`src/hdl/akdh_pkg.sv`:
```
// Shared types and constants for the averaged knob direction hysteresis block.
// Holds the field widths, register indexes and the control/status structs.
// No dependencies.
package akdh_pkg;

    // Field widths fixed by the interface.
    localparam int SAMPLE_W   = 10;
    localparam int BAND_W     = 8;
    localparam int COUNT_W    = 5;
    localparam int CFG_DATA_W = 8;
    localparam int CFG_IDX_W  = 1;

    // Default depth of the sample history.
    localparam int DEFAULT_HISTORY_DEPTH = 16;

    // Configuration register indexes.
    localparam logic [CFG_IDX_W-1:0] CFG_HYSTERESIS_BAND = 1'd0;
    localparam logic [CFG_IDX_W-1:0] CFG_AVERAGE_COUNT   = 1'd1;

    // Reset values of the configuration registers.
    localparam logic [BAND_W-1:0]  BAND_RESET  = 8'd8;
    localparam logic [COUNT_W-1:0] COUNT_RESET = 5'd8;

    // Commands from the controller to the datapath.
    typedef struct packed {
        logic load;      // write the new sample and prime the read address
        logic rd_en;     // read one history entry and step the address back
        logic div_step;  // one restoring division step
        logic commit;    // apply the hysteresis rule and present the request
    } ctrl_cmd_t;

    // Status from the datapath to the controller.
    typedef struct packed {
        logic out_free;  // the result register can take a new request
    } ctrl_status_t;

endpackage

```
`src/hdl/averaged_knob_direction_hysteresis_top.sv`:
```
// Top level of the averaged knob direction hysteresis block.
// Depends on akdh_pkg, akdh_ctrl, akdh_datapath (and akdh_ram below it).
//
// Usage:
// Samples enter on sample_valid/sample_stall/knob_sample; a request is taken
// when sample_valid is high and sample_stall low. Each sample gives exactly
// one result request on result_valid/result_stall carrying knob_value,
// value_changed and falling_direction. Configuration writes arrive on
// cfg_valid/cfg_ready with cfg_index (0 band, 1 average count) and cfg_data;
// cfg_ready is always high and writes are meant for idle periods only.
// A sample is worked in order: history reads through the single RAM read port,
// one per averaged entry, then the add of the last read word, then one step of
// the bit-serial divider per bit of the SUM_W = 10 + clog2(depth + 1) bit sum
// (15 at the default depth), then the commit. The next sample is taken only
// after the commit. A stalled result holds the commit, and with it the input
// side stays stalled. Reset clears the history to zeros (via written flags, no
// clearing pass), the pointer, held value, direction and result flags, and sets
// the configuration registers to their reset values.
module averaged_knob_direction_hysteresis_top #(
    parameter int HISTORY_DEPTH = akdh_pkg::DEFAULT_HISTORY_DEPTH
) (
    input  logic                            clk,
    input  logic                            rst_n,
    input  logic                            sample_valid,
    output logic                            sample_stall,
    input  logic [akdh_pkg::SAMPLE_W-1:0]   knob_sample,
    output logic                            result_valid,
    input  logic                            result_stall,
    output logic [akdh_pkg::SAMPLE_W-1:0]   knob_value,
    output logic                            value_changed,
    output logic                            falling_direction,
    input  logic                            cfg_valid,
    output logic                            cfg_ready,
    input  logic [akdh_pkg::CFG_IDX_W-1:0]  cfg_index,
    input  logic [akdh_pkg::CFG_DATA_W-1:0] cfg_data
);
    import akdh_pkg::*;

    localparam int NW = $clog2(HISTORY_DEPTH + 1);

    ctrl_cmd_t    cmd;
    ctrl_status_t status;
    logic [NW-1:0] eff_count;

    assign cfg_ready = 1'b1;

    akdh_ctrl #(
        .HISTORY_DEPTH (HISTORY_DEPTH)
    ) u_ctrl (
        .clk          (clk),
        .rst_n        (rst_n),
        .sample_valid (sample_valid),
        .sample_stall (sample_stall),
        .eff_count    (eff_count),
        .status       (status),
        .cmd          (cmd)
    );

    akdh_datapath #(
        .HISTORY_DEPTH (HISTORY_DEPTH)
    ) u_datapath (
        .clk               (clk),
        .rst_n             (rst_n),
        .cfg_valid         (cfg_valid && cfg_ready),
        .cfg_index         (cfg_index),
        .cfg_data          (cfg_data),
        .knob_sample       (knob_sample),
        .cmd               (cmd),
        .status            (status),
        .eff_count         (eff_count),
        .result_valid      (result_valid),
        .result_stall      (result_stall),
        .knob_value        (knob_value),
        .value_changed     (value_changed),
        .falling_direction (falling_direction)
    );

    // At most one datapath operation is commanded in any cycle.
    assert property (@(posedge clk) disable iff (!rst_n)
        $onehot0({cmd.load, cmd.rd_en, cmd.div_step, cmd.commit}))
        else $error("controller issued overlapping datapath commands");

    // A commit never overwrites a result that is still being held off.
    assert property (@(posedge clk) disable iff (!rst_n)
        cmd.commit |-> !(result_valid && result_stall))
        else $error("result overwritten while stalled");

    // After a sample is loaded the input side is held off while it is worked.
    assert property (@(posedge clk) disable iff (!rst_n)
        cmd.load |=> sample_stall && !result_valid || sample_stall)
        else $error("input accepted again before the sample was worked");

    // Every commit presents a result request in the next cycle.
    assert property (@(posedge clk) disable iff (!rst_n)
        cmd.commit |=> result_valid)
        else $error("commit did not present a result");

endmodule

```
`src/hdl/akdh_ram.sv`:
```
// Generic single-port-write, single-port-read RAM with registered read data.
// Standalone; used for the sample history.
module akdh_ram #(
    parameter int WIDTH = 10,
    parameter int DEPTH = 16
) (
    input  logic                     clk,
    input  logic                     wr_en,
    input  logic [$clog2(DEPTH)-1:0] wr_addr,
    input  logic [WIDTH-1:0]         wr_data,
    input  logic                     rd_en,
    input  logic [$clog2(DEPTH)-1:0] rd_addr,
    output logic [WIDTH-1:0]         rd_data
);

    logic [WIDTH-1:0] mem_reg [DEPTH];
    logic [WIDTH-1:0] rd_data_reg;

    // Write port and registered read port.
    always_ff @(posedge clk)
    begin
        if (wr_en)
        begin
            mem_reg[wr_addr] <= wr_data;
        end
        if (rd_en)
        begin
            rd_data_reg <= mem_reg[rd_addr];
        end
    end

    assign rd_data = rd_data_reg;

endmodule

```
`src/hdl/akdh_ctrl.sv`:
```
// Controller state machine: sequences load, summation, division and commit.
// Depends on akdh_pkg.
module akdh_ctrl #(
    parameter int HISTORY_DEPTH = akdh_pkg::DEFAULT_HISTORY_DEPTH
) (
    input  logic                               clk,
    input  logic                               rst_n,
    input  logic                               sample_valid,
    output logic                               sample_stall,
    input  logic [$clog2(HISTORY_DEPTH+1)-1:0] eff_count,
    input  akdh_pkg::ctrl_status_t             status,
    output akdh_pkg::ctrl_cmd_t                cmd
);
    import akdh_pkg::*;

    localparam int NW     = $clog2(HISTORY_DEPTH + 1);
    localparam int SUM_W  = SAMPLE_W + NW;
    localparam int MAXC   = (HISTORY_DEPTH > SUM_W) ? HISTORY_DEPTH : SUM_W;
    localparam int CNT_W  = $clog2(MAXC);
    localparam int CW     = (CNT_W > NW) ? CNT_W : NW;

    localparam logic [2:0] ST_IDLE     = 3'd0;
    localparam logic [2:0] ST_SUM      = 3'd1;
    localparam logic [2:0] ST_SUM_TAIL = 3'd2;
    localparam logic [2:0] ST_DIV      = 3'd3;
    localparam logic [2:0] ST_DONE     = 3'd4;

    logic [2:0]       state_reg, state_next;
    logic [CNT_W-1:0] cnt_reg, cnt_next;
    logic             sum_last;
    logic             div_last;

    // End-of-loop decodes.
    assign sum_last = (CW'(cnt_reg) == (CW'(eff_count) - CW'(1)));
    assign div_last = (CW'(cnt_reg) == CW'(SUM_W - 1));

    assign sample_stall = (state_reg != ST_IDLE);

    // Next state and command decode.
    always_comb
    begin
        state_next = state_reg;
        cnt_next   = cnt_reg;
        cmd        = '0;
        case (state_reg)
            ST_IDLE:
            begin
                if (sample_valid)
                begin
                    cmd.load   = 1'b1;
                    cnt_next   = '0;
                    state_next = ST_SUM;
                end
            end
            ST_SUM:
            begin
                cmd.rd_en = 1'b1;
                if (sum_last)
                begin
                    state_next = ST_SUM_TAIL;
                end
                else
                begin
                    cnt_next = cnt_reg + CNT_W'(1);
                end
            end
            ST_SUM_TAIL:
            begin
                // The last read word is added in this cycle.
                cnt_next   = '0;
                state_next = ST_DIV;
            end
            ST_DIV:
            begin
                cmd.div_step = 1'b1;
                if (div_last)
                begin
                    state_next = ST_DONE;
                end
                else
                begin
                    cnt_next = cnt_reg + CNT_W'(1);
                end
            end
            ST_DONE:
            begin
                if (status.out_free)
                begin
                    cmd.commit = 1'b1;
                    state_next = ST_IDLE;
                end
            end
            default:
            begin
                state_next = ST_IDLE;
            end
        endcase
    end

    // State registers.
    always_ff @(posedge clk or negedge rst_n)
    begin
        if (!rst_n)
        begin
            state_reg <= ST_IDLE;
            cnt_reg   <= '0;
        end
        else
        begin
            state_reg <= state_next;
            cnt_reg   <= cnt_next;
        end
    end

endmodule

```
`src/hdl/akdh_datapath.sv`:
```
// Datapath: configuration registers, sample history, accumulator, serial
// divider, hysteresis rule and result register. Depends on akdh_pkg, akdh_ram.
module akdh_datapath #(
    parameter int HISTORY_DEPTH = akdh_pkg::DEFAULT_HISTORY_DEPTH
) (
    input  logic                                clk,
    input  logic                                rst_n,
    input  logic                                cfg_valid,
    input  logic [akdh_pkg::CFG_IDX_W-1:0]      cfg_index,
    input  logic [akdh_pkg::CFG_DATA_W-1:0]     cfg_data,
    input  logic [akdh_pkg::SAMPLE_W-1:0]       knob_sample,
    input  akdh_pkg::ctrl_cmd_t                 cmd,
    output akdh_pkg::ctrl_status_t              status,
    output logic [$clog2(HISTORY_DEPTH+1)-1:0]  eff_count,
    output logic                                result_valid,
    input  logic                                result_stall,
    output logic [akdh_pkg::SAMPLE_W-1:0]       knob_value,
    output logic                                value_changed,
    output logic                                falling_direction
);
    import akdh_pkg::*;

    localparam int ADDR_W = $clog2(HISTORY_DEPTH);
    localparam int NW     = $clog2(HISTORY_DEPTH + 1);
    localparam int SUM_W  = SAMPLE_W + NW;
    localparam int CMP_W  = (NW > COUNT_W) ? NW : COUNT_W;
    localparam int HYS_W  = SAMPLE_W + 2;

    logic [BAND_W-1:0]        band_reg;
    logic [COUNT_W-1:0]       count_reg;
    logic [ADDR_W-1:0]        wptr_reg, wptr_next;
    logic [ADDR_W-1:0]        raddr_reg;
    logic [HISTORY_DEPTH-1:0] written_reg;
    logic                     rd_pend_reg;
    logic                     rd_written_reg;
    logic [SAMPLE_W-1:0]      rd_data;
    logic [SUM_W-1:0]         acc_reg;
    logic [NW-1:0]            rem_reg;
    logic [NW:0]              rem_shift;
    logic [NW:0]              rem_trial;
    logic                     q_bit;
    logic [SAMPLE_W-1:0]      held_reg;
    logic                     falling_reg;
    logic                     changed_reg;
    logic                     result_valid_reg;

    logic signed [HYS_W-1:0]  avg_s;
    logic signed [HYS_W-1:0]  held_s;
    logic signed [HYS_W-1:0]  band_s;
    logic signed [HYS_W-1:0]  step_s;
    logic signed [HYS_W-1:0]  held_new_s;
    logic                     falling_new;
    logic                     changed_new;

    // Configuration writes; the port never holds off a request.
    always_ff @(posedge clk or negedge rst_n)
    begin
        if (!rst_n)
        begin
            band_reg  <= BAND_RESET;
            count_reg <= COUNT_RESET;
        end
        else if (cfg_valid)
        begin
            case (cfg_index)
                CFG_HYSTERESIS_BAND: band_reg  <= cfg_data[BAND_W-1:0];
                CFG_AVERAGE_COUNT:   count_reg <= cfg_data[COUNT_W-1:0];
                default:             ;
            endcase
        end
    end

    // Effective count: zero becomes one, values beyond the depth saturate.
    always_comb
    begin
        if (count_reg == '0)
        begin
            eff_count = NW'(1);
        end
        else if (CMP_W'(count_reg) > CMP_W'(HISTORY_DEPTH))
        begin
            eff_count = NW'(HISTORY_DEPTH);
        end
        else
        begin
            eff_count = NW'(count_reg);
        end
    end

    // Write pointer advances before each sample is stored.
    assign wptr_next = (wptr_reg == ADDR_W'(HISTORY_DEPTH - 1)) ? '0
                                                                : wptr_reg + ADDR_W'(1);

    akdh_ram #(
        .WIDTH (SAMPLE_W),
        .DEPTH (HISTORY_DEPTH)
    ) u_history (
        .clk     (clk),
        .wr_en   (cmd.load),
        .wr_addr (wptr_next),
        .wr_data (knob_sample),
        .rd_en   (cmd.rd_en),
        .rd_addr (raddr_reg),
        .rd_data (rd_data)
    );

    // Pointer, written flags and the read address walking back from newest.
    always_ff @(posedge clk or negedge rst_n)
    begin
        if (!rst_n)
        begin
            wptr_reg       <= '0;
            written_reg    <= '0;
            rd_pend_reg    <= 1'b0;
            rd_written_reg <= 1'b0;
            raddr_reg      <= '0;
        end
        else
        begin
            rd_pend_reg <= cmd.rd_en;
            if (cmd.load)
            begin
                wptr_reg               <= wptr_next;
                written_reg[wptr_next] <= 1'b1;
                raddr_reg              <= wptr_next;
            end
            else if (cmd.rd_en)
            begin
                rd_written_reg <= written_reg[raddr_reg];
                raddr_reg      <= (raddr_reg == '0) ? ADDR_W'(HISTORY_DEPTH - 1)
                                                    : raddr_reg - ADDR_W'(1);
            end
        end
    end

    // Restoring division step: remainder takes the next dividend bit.
    assign rem_shift = {rem_reg, acc_reg[SUM_W-1]};
    assign rem_trial = rem_shift - (NW+1)'(eff_count);
    assign q_bit     = (rem_shift >= (NW+1)'(eff_count));

    // Accumulator doubles as the dividend/quotient shift register.
    always_ff @(posedge clk)
    begin
        if (cmd.load)
        begin
            acc_reg <= '0;
            rem_reg <= '0;
        end
        else if (rd_pend_reg)
        begin
            if (rd_written_reg)
            begin
                acc_reg <= acc_reg + SUM_W'(rd_data);
            end
        end
        else if (cmd.div_step)
        begin
            acc_reg <= {acc_reg[SUM_W-2:0], q_bit};
            rem_reg <= q_bit ? rem_trial[NW-1:0] : rem_shift[NW-1:0];
        end
    end

    // Hysteresis rule on the average, compared signed.
    always_comb
    begin
        avg_s       = HYS_W'(acc_reg[SAMPLE_W-1:0]);
        held_s      = HYS_W'(held_reg);
        band_s      = HYS_W'(band_reg);
        step_s      = held_s;
        held_new_s  = held_s;
        falling_new = falling_reg;
        changed_new = 1'b0;
        if (!falling_reg)
        begin
            if (avg_s > held_s)
            begin
                step_s      = avg_s;
                changed_new = 1'b1;
            end
            held_new_s = step_s;
            if (avg_s < step_s - band_s)
            begin
                falling_new = 1'b1;
                held_new_s  = avg_s;
                changed_new = 1'b1;
            end
        end
        else
        begin
            if (avg_s < held_s)
            begin
                step_s      = avg_s;
                changed_new = 1'b1;
            end
            held_new_s = step_s;
            if (avg_s > step_s + band_s)
            begin
                falling_new = 1'b0;
                held_new_s  = avg_s;
                changed_new = 1'b1;
            end
        end
    end

    // Held state doubles as the result register; it only moves when free.
    always_ff @(posedge clk or negedge rst_n)
    begin
        if (!rst_n)
        begin
            held_reg         <= '0;
            falling_reg      <= 1'b0;
            changed_reg      <= 1'b0;
            result_valid_reg <= 1'b0;
        end
        else
        begin
            if (cmd.commit)
            begin
                held_reg         <= held_new_s[SAMPLE_W-1:0];
                falling_reg      <= falling_new;
                changed_reg      <= changed_new;
                result_valid_reg <= 1'b1;
            end
            else if (result_valid_reg && !result_stall)
            begin
                result_valid_reg <= 1'b0;
            end
        end
    end

    assign status.out_free   = !result_valid_reg || !result_stall;
    assign result_valid      = result_valid_reg;
    assign knob_value        = held_reg;
    assign value_changed     = changed_reg;
    assign falling_direction = falling_reg;

endmodule
```
`config.mk`:
```
export PLATFORM = sky130hd
export DESIGN_NAME = averaged_knob_direction_hysteresis_top
export DESIGN_NICKNAME = d
export VERILOG_FILES = /design/src/hdl/akdh_pkg.sv /design/src/hdl/averaged_knob_direction_hysteresis_top.sv /design/src/hdl/akdh_ram.sv /design/src/hdl/akdh_ctrl.sv /design/src/hdl/akdh_datapath.sv
export SDC_FILE = /design/constraint.sdc
export NUM_CORES = 1
export LEC_CHECK = 0
export BUFFER_PORTS_ARGS = -buffer_cell sky130_fd_sc_hd__buf_4
export CORE_AREA = 2 2 150 152
export CTS_BUF_LIST = sky130_fd_sc_hd__clkbuf_4 sky130_fd_sc_hd__clkbuf_8
export CTS_CLUSTER_DIAMETER = 40
export DETAILED_ROUTE_END_ITERATION = 16
export DIE_AREA = 0 0 152 154
export PLACE_DENSITY = 0.74
export SYNTH_ARGS = -nofsm -noshare
export SYNTH_HDL_FRONTEND = slang
export SYNTH_SLANG_ARGS = --single-unit
```
`constraint.sdc`:
```
create_clock -name clk -period 16.2 [get_ports clk]
set_input_delay 3.24 -clock clk [delete_from_list [all_inputs] [get_ports clk]]
set_output_delay 3.24 -clock clk [all_outputs]
set_load 0.01 [all_outputs]
```
# [Word-level counts from Yosys, hierarchy flattened]
# Memory sizes are Yosys's and may differ from the RTL's. A register that Yosys moved wholly into a read port is not among the register bits.
# Cells that the tools add are included.
[totals] ff_bits=79 latchBits=0 ram_bits=160 romBits=0 in_bits=24 out_inout_bits=15 word_cells=119 n_memories=1
[memory_table] memory="u_datapath.u_history.mem_reg" depth=16 width=10 read_ports=1 rd_ports_with_merged_regs=1 write_ports=1 line_no="akdh_ram.sv:16" source="logic [WIDTH-1:0] mem_reg [DEPTH];"
[classes] n_addsub=8 multipliers=0 n_div=0 order_cmp=9 n_eq_ne=14 n_shift=0 mux=48 bitwise_logic=4 reduce_logical=20
[ops] op="2-to-1 mux 10 bit" count=5
[ops] op="2-to-1 mux 15 bit" count=3
[ops] op="2-to-1 mux 4 bit" count=7
[ops] op="2-to-1 mux 12 bit" count=2
[ops] op="2-to-1 mux 1 bit" count=20
[ops] op="OR 16 bit" count=1
[ops] op="one-hot mux 4 bit (4 select lines)" count=1
[ops] op="adder 15 x 10 -> 15 bit" count=1
[ops] op="2-to-1 mux 5 bit" count=3
[ops] op="one-hot mux 3 bit (5 select lines)" count=1
[ops] op="adder 12 x 9 -> 12 bit" count=1
[ops] op="> comparator 11 x 12 -> 1 bit" count=1
[ops] op="less-than comparator 11 x 12 -> 1 bit" count=1
[ops] op="2-to-1 mux 3 bit" count=4
[ops] op="subtractor 12 x 9 -> 12 bit" count=1
[ops] op="> comparator 10 bit" count=1
[ops] op="less-than comparator 10 bit" count=1
[ops] op="less-than comparator 4 x 5 -> 1 bit, second input constant" count=2
[ops] op="!= test 2 bit, second input constant" count=5
[ops] op="AND reduction 2 bit" count=5
[ops] op="adder 4 x 1 -> 4 bit, second input constant" count=2
[ops] op="== test 4 bit, second input constant" count=2
[ops] op="AND reduction 4 bit" count=2
[ops] op="== test 3 x 2 -> 1 bit, second input constant" count=2
[ops] op="22 further kinds" count=29

# [Longest topological paths before layout]
# Gate-level depths: netlist of the first run.
[depth] depth_word=7 mapped_depth=27 depth_no_buf=25

# [By module]
# A second synthesis of the first run with hierarchy kept.
[unflattened] hier_cells=985 area_unflattened_um2=12742.2
[by_module_without_submodules] mod="akdh_ram" instances=1 cells_per_inst=279 area_each_um2=6453.7 seq_area_each_um2=5104.9
[by_module_without_submodules] mod="akdh_datapath" instances=1 cells_per_inst=642 area_each_um2=5735.5 seq_area_each_um2=1704.1
[by_module_without_submodules] mod="akdh_ctrl" instances=1 cells_per_inst=62 area_each_um2=541.8 seq_area_each_um2=175.2
[by_module_without_submodules] mod="averaged_knob_direction_hysteresis_top" instances=1 cells_per_inst=2 area_each_um2=11.3 seq_area_each_um2=0.0

# [Worst setup path before layout of the first run]
# OpenSTA, ideal clock, no wires.
[synth_timing] kind="flip-flop to flip-flop" start="reg u_datapath.held_reg[9], in the netlist u_datapath.knob_value[9]" end="reg u_datapath.held_reg[0], in the netlist u_datapath.knob_value[0]" setup_time_ns=0.125 arrival_time_ns=5.387 path_slack_ns=10.688 path_stages_with_launch=25 n_path_buf=3 period_less_slack_ns=5.512 cell_sequence="dfrtp_1 clkbuf_1 inv_1 ha_1 nand4_1 a211oi_2 a2111oi_4 a31oi_1 buf_2 clkbuf_1 o21ai_0 ha_1 o21a_1 o31a_1 o31a_1 o21a_1 o21a_1 or2_2 ha_1 a2111oi_0 a21oi_1 a21oi_1 o31ai_2 a31oi_4 mux2_2"
[synth_between] elab_chain_len=7 word_cells_on_any_way=13 classes_between="add/sub: 2; order compare: 4; mux: 7"
[synth_rtl] item="start: declaration" line_no="akdh_datapath.sv:42" source="logic [SAMPLE_W-1:0] held_reg;"
[synth_rtl] item="start signal: assignment" line_no="akdh_datapath.sv:219" source="held_reg <= held_new_s[SAMPLE_W-1:0];"
[synth_rtl] item="> comparator 10 bit / less-than comparator 10 bit (equally long branches)" line_no="akdh_datapath.sv:175, akdh_datapath.sv:190"
[synth_rtl] item="2-to-1 mux 10 bit (on tied branches)" line_no="akdh_datapath.sv:175, akdh_datapath.sv:190"
[synth_rtl] item="2-to-1 mux 12 bit" line_no="akdh_datapath.sv:173" source="if (!falling_reg)"
[synth_rtl] item="subtractor 12 x 9 -> 12 bit / adder 12 x 9 -> 12 bit (equally long branches)" line_no="akdh_datapath.sv:181, akdh_datapath.sv:196"
[synth_rtl] item="less-than comparator 11 x 12 -> 1 bit / > comparator 11 x 12 -> 1 bit (equally long branches)" line_no="akdh_datapath.sv:181, akdh_datapath.sv:196"
[synth_rtl] item="2-to-1 mux 10 bit (on tied branches)" line_no="akdh_datapath.sv:181, akdh_datapath.sv:196"
[synth_rtl] item="2-to-1 mux 10 bit *" line_no="akdh_datapath.sv:173"
# Every way passes the cells marked *; elsewhere a longest branch is shown, timed or not. The select of a mux whose other input is x is not followed.
# A chain may end at the register's enable or synchronous reset.

# [Worst setup path after layout of the first run]
[layout_timing] start="reg u_datapath.acc_reg[8]" end="reg u_datapath.held_reg[3], in the netlist u_datapath.knob_value[3]"
[layout_between] elab_chain_len=7 word_cells_on_any_way=13 classes_between="add/sub: 2; order compare: 4; mux: 7"
[layout_rtl] item="start: declaration" line_no="akdh_datapath.sv:37" source="logic [SUM_W-1:0] acc_reg;"
[layout_rtl] item="start signal: assignment" line_no="akdh_datapath.sv:153" source="acc_reg <= acc_reg + SUM_W'(rd_data);"
[layout_rtl] item="start signal: assignment" line_no="akdh_datapath.sv:158" source="acc_reg <= {acc_reg[SUM_W-2:0], q_bit};"
[layout_rtl] item="> comparator 10 bit / less-than comparator 10 bit (equally long branches)" line_no="akdh_datapath.sv:175, akdh_datapath.sv:190"
[layout_rtl] item="2-to-1 mux 10 bit (on tied branches)" line_no="akdh_datapath.sv:175, akdh_datapath.sv:190"
[layout_rtl] item="2-to-1 mux 12 bit" line_no="akdh_datapath.sv:173"
[layout_rtl] item="subtractor 12 x 9 -> 12 bit / adder 12 x 9 -> 12 bit (equally long branches)" line_no="akdh_datapath.sv:181, akdh_datapath.sv:196"
[layout_rtl] item="less-than comparator 11 x 12 -> 1 bit / > comparator 11 x 12 -> 1 bit (equally long branches)" line_no="akdh_datapath.sv:181, akdh_datapath.sv:196"
[layout_rtl] item="2-to-1 mux 10 bit (on tied branches)" line_no="akdh_datapath.sv:181, akdh_datapath.sv:196"
[layout_rtl] item="2-to-1 mux 10 bit *" line_no="akdh_datapath.sv:173"
# Marks and branches as above.

==> results of run 1 <==
through the flow:
stage	util (%)	hold slack, ns	area [µm²]
finish	64.6	0.467	14000
global route	64.6	0.478	14000
CTS	64.6	0.467	14000
detailed placement	60.2	0.451	13100
global placement	60.2	0.447	13100
floorplan	-	0.434	12400
Yosys cell counts (all sizes together), types with 4 or more instances:
library cell / number
a211oi: 17
a21o: 16
a21oi: 42
a31oi: 7
buf: 10
clkbuf: 25
dfrtp: 57
dfxtp: 20
edfxtp: 170
fa: 4
ha: 69
inv: 53
mux2: 16
mux2i: 9
mux4: 55
nand2: 85
nand2b: 6
nand3: 13
nand4: 7
nor2: 57
nor2b: 11
nor3: 14
o2111ai: 4
o211ai: 11
o21a: 13
o21ai: 61
o31a: 7
or2: 19
xnor2: 16
xor2: 12
logic make-up after synthesis:
logic type	count (synthesis)	synth area share, %
fa+ha+maj	73	7.60
compound gates	208	11.1
mux	80	12.2
simple gates	221	8.12
flops	249	56.3
other cells	1	0.0302
buf+inv	88	2.75
xor+xnor	28	1.98
power by group through the flow:
stage	registers [W]	clock network, W	logic, W
after detailed placement	0.000931	0	0.00130
after floorplan	0.000862	0	0.00107
final	0.000919	0.000615	0.00130
after global placement	0.000926	0	0.00128
after global routing	0.000936	0.000657	0.00146
after CTS	0.000919	0.000630	0.00131
path summary, 6_finish.rpt:
check,from,depth (start not counted),slack [ns],to
max,u_datapath.acc_reg[8],20,9.50,u_datapath.knob_value[3]
max in group asynchronous,rst_n,1,12.87,u_datapath.raddr_reg[0]
min reg2reg,u_datapath.written_reg[2],1,0.47,u_datapath.written_reg[2]
max reg2reg,u_datapath.acc_reg[8],20,9.50,u_datapath.knob_value[3]
min,u_datapath.written_reg[2],1,0.47,u_datapath.written_reg[2]
min in group asynchronous,rst_n,1,2.78,u_ctrl.cnt_reg[0]
area by class of cell:
class / count / area [µm²] / area share [%]
tap: 280 / 350 / 2.50
multi-input combinational: 611 / 5090 / 36.3
timing repair buffer: 57 / 428 / 3.06
clock buffer: 66 / 808 / 5.77
clock inverter: 14 / 146 / 1.05
sequential: 249 / 6990 / 49.9
inverter: 53 / 199 / 1.42
per-layer routing:
layer	wire length, µm	global-route usage (%)	vias to the layer above	part of all wire (%)
met5	0	0	-	0
met4	663	7.43	0	2.5
met3	1280	3.78	54	4.9
met2	13500	40.5	207	52
met1	10600	28.7	3812	41
li1	-	-	3733	-
==> summary.md, run 1 <==
| Metric | Value |
|---|---|
| Cells after synthesis | `948` |
| Slowest cell on the critical path | `a2111oi_4` |
| P_sw | `0.00108 W` |
| Sw frac | `37.9%` |
| Status | `finished, final reports clean` |
| Dpl ws | `9.50 ns` |
| PnR worst setup slack | `9.50 ns` |
| Initial antenna violation count | `0` |
| Area delta synth->final | `12.9%` |
| Maximum vdd ir drop | `0.0903 mV` |
| Layout cells sized above 1 | `22.9%` |
| Vias in the first global route | `7830` |
| Routed WL | `26100 µm` |
| DRC viols | `0` |
| Worst Setup Start Kind | `register` |
| Row count | `54` |
| Die Ht | `154 µm` |
| H-tree levels | `2` |
| Post-CTS setup buffers | `0` |
| Max Root-Sink Buffers | `3` |
| Worst Path Required | `16.63 ns` |
| Most frequent CP cell | `ha_1` |
| Setup crit end kind | `register` |
| Mapped Avg Cell Area | `13.1 µm²` |
| Clock slew at reported path FFs | `0.06 ns` |
| Min Tclk post-route | `6.70 ns` |
| Largest register FFs | `160` |
| Via count | `7806` |
| PostCTS Resize Cnt | `0` |
| Power Total | `0.00284 W` |
| Crit path DAT | `7.13 ns` |
| Worst-path cell chain | `ha_1 > nand4_1 > a211oi_2 > a2111oi_4 > a31oi_2 > o21ai_0 > ha_1 > nor2b_1 > o31a_1 > o31a_1 > o21a_1 > o21a_1 > or2_2 > ha_1 > a2111oi_0 > a21oi_1 > a21oi_1 > o31ai_2 > a31oi_4 > mux2_2` |
| FF+latch count, synth | `249` |
| Synth top area cells | `edfxtp_1 41%, dfrtp_1 11%, mux4_2 10%, ha_1 7.0%, dfxtp_1 3.2%` |
| # port buffers | `37` |
| Max Freq | `0.149 GHz` |
| Clock latency at the later pin of the worst-skew pair | `0.56 ns` |
| Sequential cell fraction of total power | `32.4%` |
| Filler cells | `1559` |
| First DRT Iteration DRCs | `461` |
| Die extent in x | `152 µm` |
| Routability Congestion | `0.904` |
| Min-delay worst type | `register to register` |
| Final Slew Violations | `0` |
| Core Region | `21700 µm²` |
| Synthesized area | `12400 µm²` |
| Starting Density | `57.2%` |
| Worst rel slew slack | `27.2%` |
| Int Power | `0.00176 W` |
| HPWL Detailed | `17500 µm` |
| PwrDens | `203 nW/µm²` |
| Crit path buf inv count | `0` |
| Final setup fails | `0` |
| Root Driver | `clkbuf_8` |
| Main synth FF type | `edfxtp_1` |
| Synth warnings | `0` |
| Avg WL per Cell | `19.6 µm` |
| Setup TNS | `0 ns` |
| First-pass GRT wire length | `42200 µm` |
| Ant. Diodes | `0` |
| Num ports | `39` |
| Period utilisation layout | `41.3%` |
| Post-DRT Antenna Nets | `0` |
| Hold Fails Final Rpt | `0` |
| Largest stage delay, worst path | `0.98 ns` |
| Distinct cells, synth | `65` |
| Area leader, netlist | `edfxtp_1` |
| Sequential-to-total area share from yosys stat | `56.3%` |
| Die footprint | `23400 µm²` |
| Crit path kind | `register to register` |
| Crit Path Max Fanout | `21` |
| Nets | `1112` |
| Crit-path leading delay family | `compound AO/OA/AOI/OAI gates` |
| Pre-antenna DRT Iters | `5` |
| Ys async rst share | `23.7%` |
| Leakage | `5.41 nW` |
| EDFF count, synth | `170` |
| CTS tree | `done` |
| Placed cell count | `1250` |
| Sink Count | `249` |
| Combinational power share | `45.9%` |
| Max_cap viols | `0` |
| Grt ovf | `0` |
| Final Non-Filler Cells | `1330` |
| Num CTS Buffers | `43` |
| Mapped Nets | `1045` |
| Most common cell after layout, fill and taps aside | `edfxtp_1` |
| Largest net degree at the start of global routing | `60` |
| RSZ-0062 raised after global routing | `no` |
| Clock share of power | `21.7%` |
| Avg Vias per Cell | `5.87` |
| GRT Util Overall | `22.8%` |
| Hold buffers post-CTS | `0` |
| Highest-count cells in the layout ignoring fill and taps | `170 x edfxtp_1, 85 x nand2_1, 69 x ha_1` |
| Top cell type's share of synthesized area | `41.1%` |
| Final Skew | `0.0216 ns` |
| Worst slew pin tran | `1.09 ns` |
Power figures use the tool's default switching activity.
==> run 2: changes to the inputs <==
==> constraint.sdc (replaced) <==
create_clock -name clk -period 6.91 [get_ports clk]
set_input_delay 1.382 -clock clk [delete_from_list [all_inputs] [get_ports clk]]
set_output_delay 1.382 -clock clk [all_outputs]
set_load 0.01 [all_outputs]
==> run 2 against run 1 <==
Compared with the run above:
- combinational power up 130%
- clock skew increased by 0.014 ns
- count of clock-buffer cells in the layout down 3
- cell count is essentially flat
- design area is 0.68% lower
- die area did not move
- worst hold slack lost 0.0074 ns
- critical endpoint is now u_datapath.knob_value[0]
- highest routed layer unchanged
==> summary.md, run 2 (synthesis gave the netlist of run 1 again) <==
| Metric | Value |
|---|---|
| Period utilisation layout | `90.4% (+49 points)` |
| PostCTS Resize Cnt | `0 (unchanged)` |
| Maximum vdd ir drop | `0.210 mV (+130%)` |
| Ant. Diodes | `0 (unchanged)` |
| Combinational power share | `46.6% (+0.7 points)` |
| Crit path kind | `register to register` |
| PwrDens | `470 nW/µm² (+130%)` |
| Worst Setup Start Kind | `register` |
| Filler cells | `1612 (+3.4%)` |
| # port buffers | `37 (unchanged)` |
| Area delta synth->final | `12.1%` |
| Grt ovf | `0 (unchanged)` |
| First DRT Iteration DRCs | `447 (-3.0%)` |
| Min Tclk post-route | `6.25 ns (-0.450 ns)` |
| Largest register FFs | `160 (unchanged)` |
| Setup TNS | `0 ns (unchanged)` |
| Max Root-Sink Buffers | `3 (unchanged)` |
| Max_cap viols | `0 (unchanged)` |
| Final setup fails | `0 (unchanged)` |
| Via count | `7823 (+0.22%)` |
| Max Freq | `0.160 GHz (+7.2%)` |
| Avg Vias per Cell | `5.89 (+0.29%)` |
| Crit path buf inv count | `0 (unchanged)` |
| Crit path DAT | `6.68 ns (-0.45 ns)` |
| Min-delay worst type | `register to register` |
| Root Driver | `clkbuf_8` |
| Slowest cell on the critical path | `o311ai_0` |
| Clock share of power | `19.9% (-1.8 points)` |
| Sw frac | `38.6% (+0.65 points)` |
| DRC viols | `0 (unchanged)` |
| Hold Fails Final Rpt | `0 (unchanged)` |
| Routability Congestion | `0.902 (-0.25%)` |
| Int Power | `0.00402 W (+130%)` |
| WHS | `0.459 ns (-0.00739 ns)` |
| Num ports | `39 (unchanged)` |
| Multi-input gate area | `5090 µm² (unchanged)` |
| Core Region | `21700 µm² (unchanged)` |
| Routed WL | `26400 µm (+1.4%)` |
| Reg area | `6990 µm² (unchanged)` |
| GRT Util Overall | `23.3% (+0.53 points)` |
| Layout cells sized above 1 | `22.0% (-0.84 points)` |
| Most frequent CP cell | `ha_1` |
| Pre-antenna DRT Iters | `5 (unchanged)` |
| HPWL Detailed | `18000 µm (+3.1%)` |
| Leakage | `5.35 nW (-0.95%)` |
| Hold buffers post-CTS | `0 (unchanged)` |
| Clock latency at the later pin of the worst-skew pair | `0.57 ns (about the same)` |
| Crit-path leading delay family | `compound AO/OA/AOI/OAI gates` |
| Final Skew | `0.0354 ns (+0.0138 ns)` |
| Most common cell after layout, fill and taps aside | `edfxtp_1` |
| Worst slew pin tran | `1.11 ns (+0.0211 ns)` |
| Crit Path Max Fanout | `9 (-57%)` |
| CTS tree | `done` |
| Initial antenna violation count | `0 (unchanged)` |
| Avg WL per Cell | `19.9 µm (+1.4%)` |
| RSZ-0062 raised after global routing | `no` |
| Sink Count | `249 (unchanged)` |
| Largest stage delay, worst path | `0.96 ns (-0.02 ns)` |
| Post-CTS setup buffers | `0 (unchanged)` |
| Row count | `54 (unchanged)` |
| Final Slew Violations | `0 (unchanged)` |
| Worst Path Required | `7.34 ns (-9.29 ns)` |
| Starting Density | `57.2% (unchanged)` |
| Power Total | `0.00654 W (+130%)` |
| Num CTS Buffers | `43 (unchanged)` |
| Worst rel slew slack | `24.8% (-2.3 points)` |
| Die Ht | `154 µm (unchanged)` |
| Sequential cell fraction of total power | `33.5% (+1.1 points)` |
| Die extent in x | `152 µm (unchanged)` |
| H-tree levels | `2 (unchanged)` |
| Die footprint | `23400 µm² (unchanged)` |
| P_sw | `0.00252 W (+130%)` |
| Worst-path cell chain | `ha_1 > a21oi_1 > o21ai_1 > a2111oi_4 > mux2_2 > ha_1 > a21o_1 > a21oi_1 > o21bai_1 > a211oi_1 > o31ai_1 > nand2_1 > xnor2_1 > mux2i_1 > ha_1 > a211oi_1 > o21ai_0 > o311ai_0 > a21o_2 > a31oi_4 > mux2_2` |
| Setup crit end kind | `register` |
| First-pass GRT wire length | `43000 µm (+1.9%)` |
| Placed Instance Area | `13100 µm² (unchanged)` |
| Clock slew at reported path FFs | `0.05 ns (about the same)` |
| Highest-count cells in the layout ignoring fill and taps | `170 x edfxtp_1, 85 x nand2_1, 69 x ha_1` |
| Final Core Density | `64.1% (-0.44 points)` |
| Final instance area | `13900 µm² (-0.68%)` |
| Post-DRT Antenna Nets | `0 (unchanged)` |
| Largest net degree at the start of global routing | `60 (unchanged)` |
| Nets | `1112 (unchanged)` |
| Vias in the first global route | `8108 (+3.6%)` |
| Status | `finished, final reports clean` |
-- run 2: cell types whose count changed in the layout (fill, tap and decap cells not counted), moves of 2 or more --
cell / delta
bufinv_16: -2
clkbuf_8: -4
clkinv_1: +8
clkinv_2: -3
clkinv_8: +2
-- run 2: path summary, 6_finish.rpt --
path	depth (start not counted)	startpoint	endpoint	slack, ns
setup / recovery	21	u_datapath.acc_reg[5]	u_datapath.knob_value[0]	0.66
hold reg to reg	1	u_datapath.written_reg[7]	u_datapath.written_reg[7]	0.46
min in group asynchronous	1	rst_n	u_ctrl.cnt_reg[0]	0.91
hold / removal	1	u_datapath.written_reg[7]	u_datapath.written_reg[7]	0.46
setup reg to reg	21	u_datapath.acc_reg[5]	u_datapath.knob_value[0]	0.66
max in group asynchronous	1	rst_n	u_datapath.raddr_reg[0]	5.43
-- run 2: worst register-to-register path, delay by kind of cell (launching register included) --
kind	cells	cell delay (ns)
AOI/OAI and AO/OA	13	3.65
adders and majority gates	3	0.86
DFF	1	0.54
muxes	3	0.82
xor gates and xnor gates	1	0.12
and+or+nand+nor	1	0.11
-- run 2: routing by layer --
layer | share of wire [%] | vias to the layer above | GRT usage (%) | wire length [µm]
met5 | 0 | - | 0 | 0
met4 | 2.9 | 0 | 8.23 | 760
met3 | 4.2 | 63 | 3.95 | 1100
met2 | 53 | 177 | 42.3 | 14000
met1 | 40 | 3862 | 28.2 | 10500
li1 | - | 3721 | - | -
-- run 2: final cells by class --
type | count | share of cell area, %
clock buffers | 63 | 5.47
inverters | 53 | 1.43
well taps | 280 | 2.52
multi-input cells | 611 | 36.6
clock inverters | 16 | 0.711
flip-flops and latches | 249 | 50.2
repair buffers | 57 | 3.08
-- run 2: power groups by stage --
stage                     registers [W]  clock network, W  logic, W
after floorplan                 0.00202                 0   0.00251
after global placement          0.00221                 0   0.00297
after detailed placement        0.00222                 0   0.00304
after CTS                       0.00219           0.00133   0.00306
after global routing            0.00223           0.00140   0.00343
final                           0.00219           0.00130   0.00305
-- run 2: through the flow --
stage | cells | setup WS, ns
6_report | 1329 | 0.663
5_1_grt | 1329 | 0.0602
4_1_cts | 1329 | 0.639
3_5_place_dp | 1250 | 0.648
3_3_place_gp | 1250 | 0.801
2_1_floorplan | 948 | 1.40
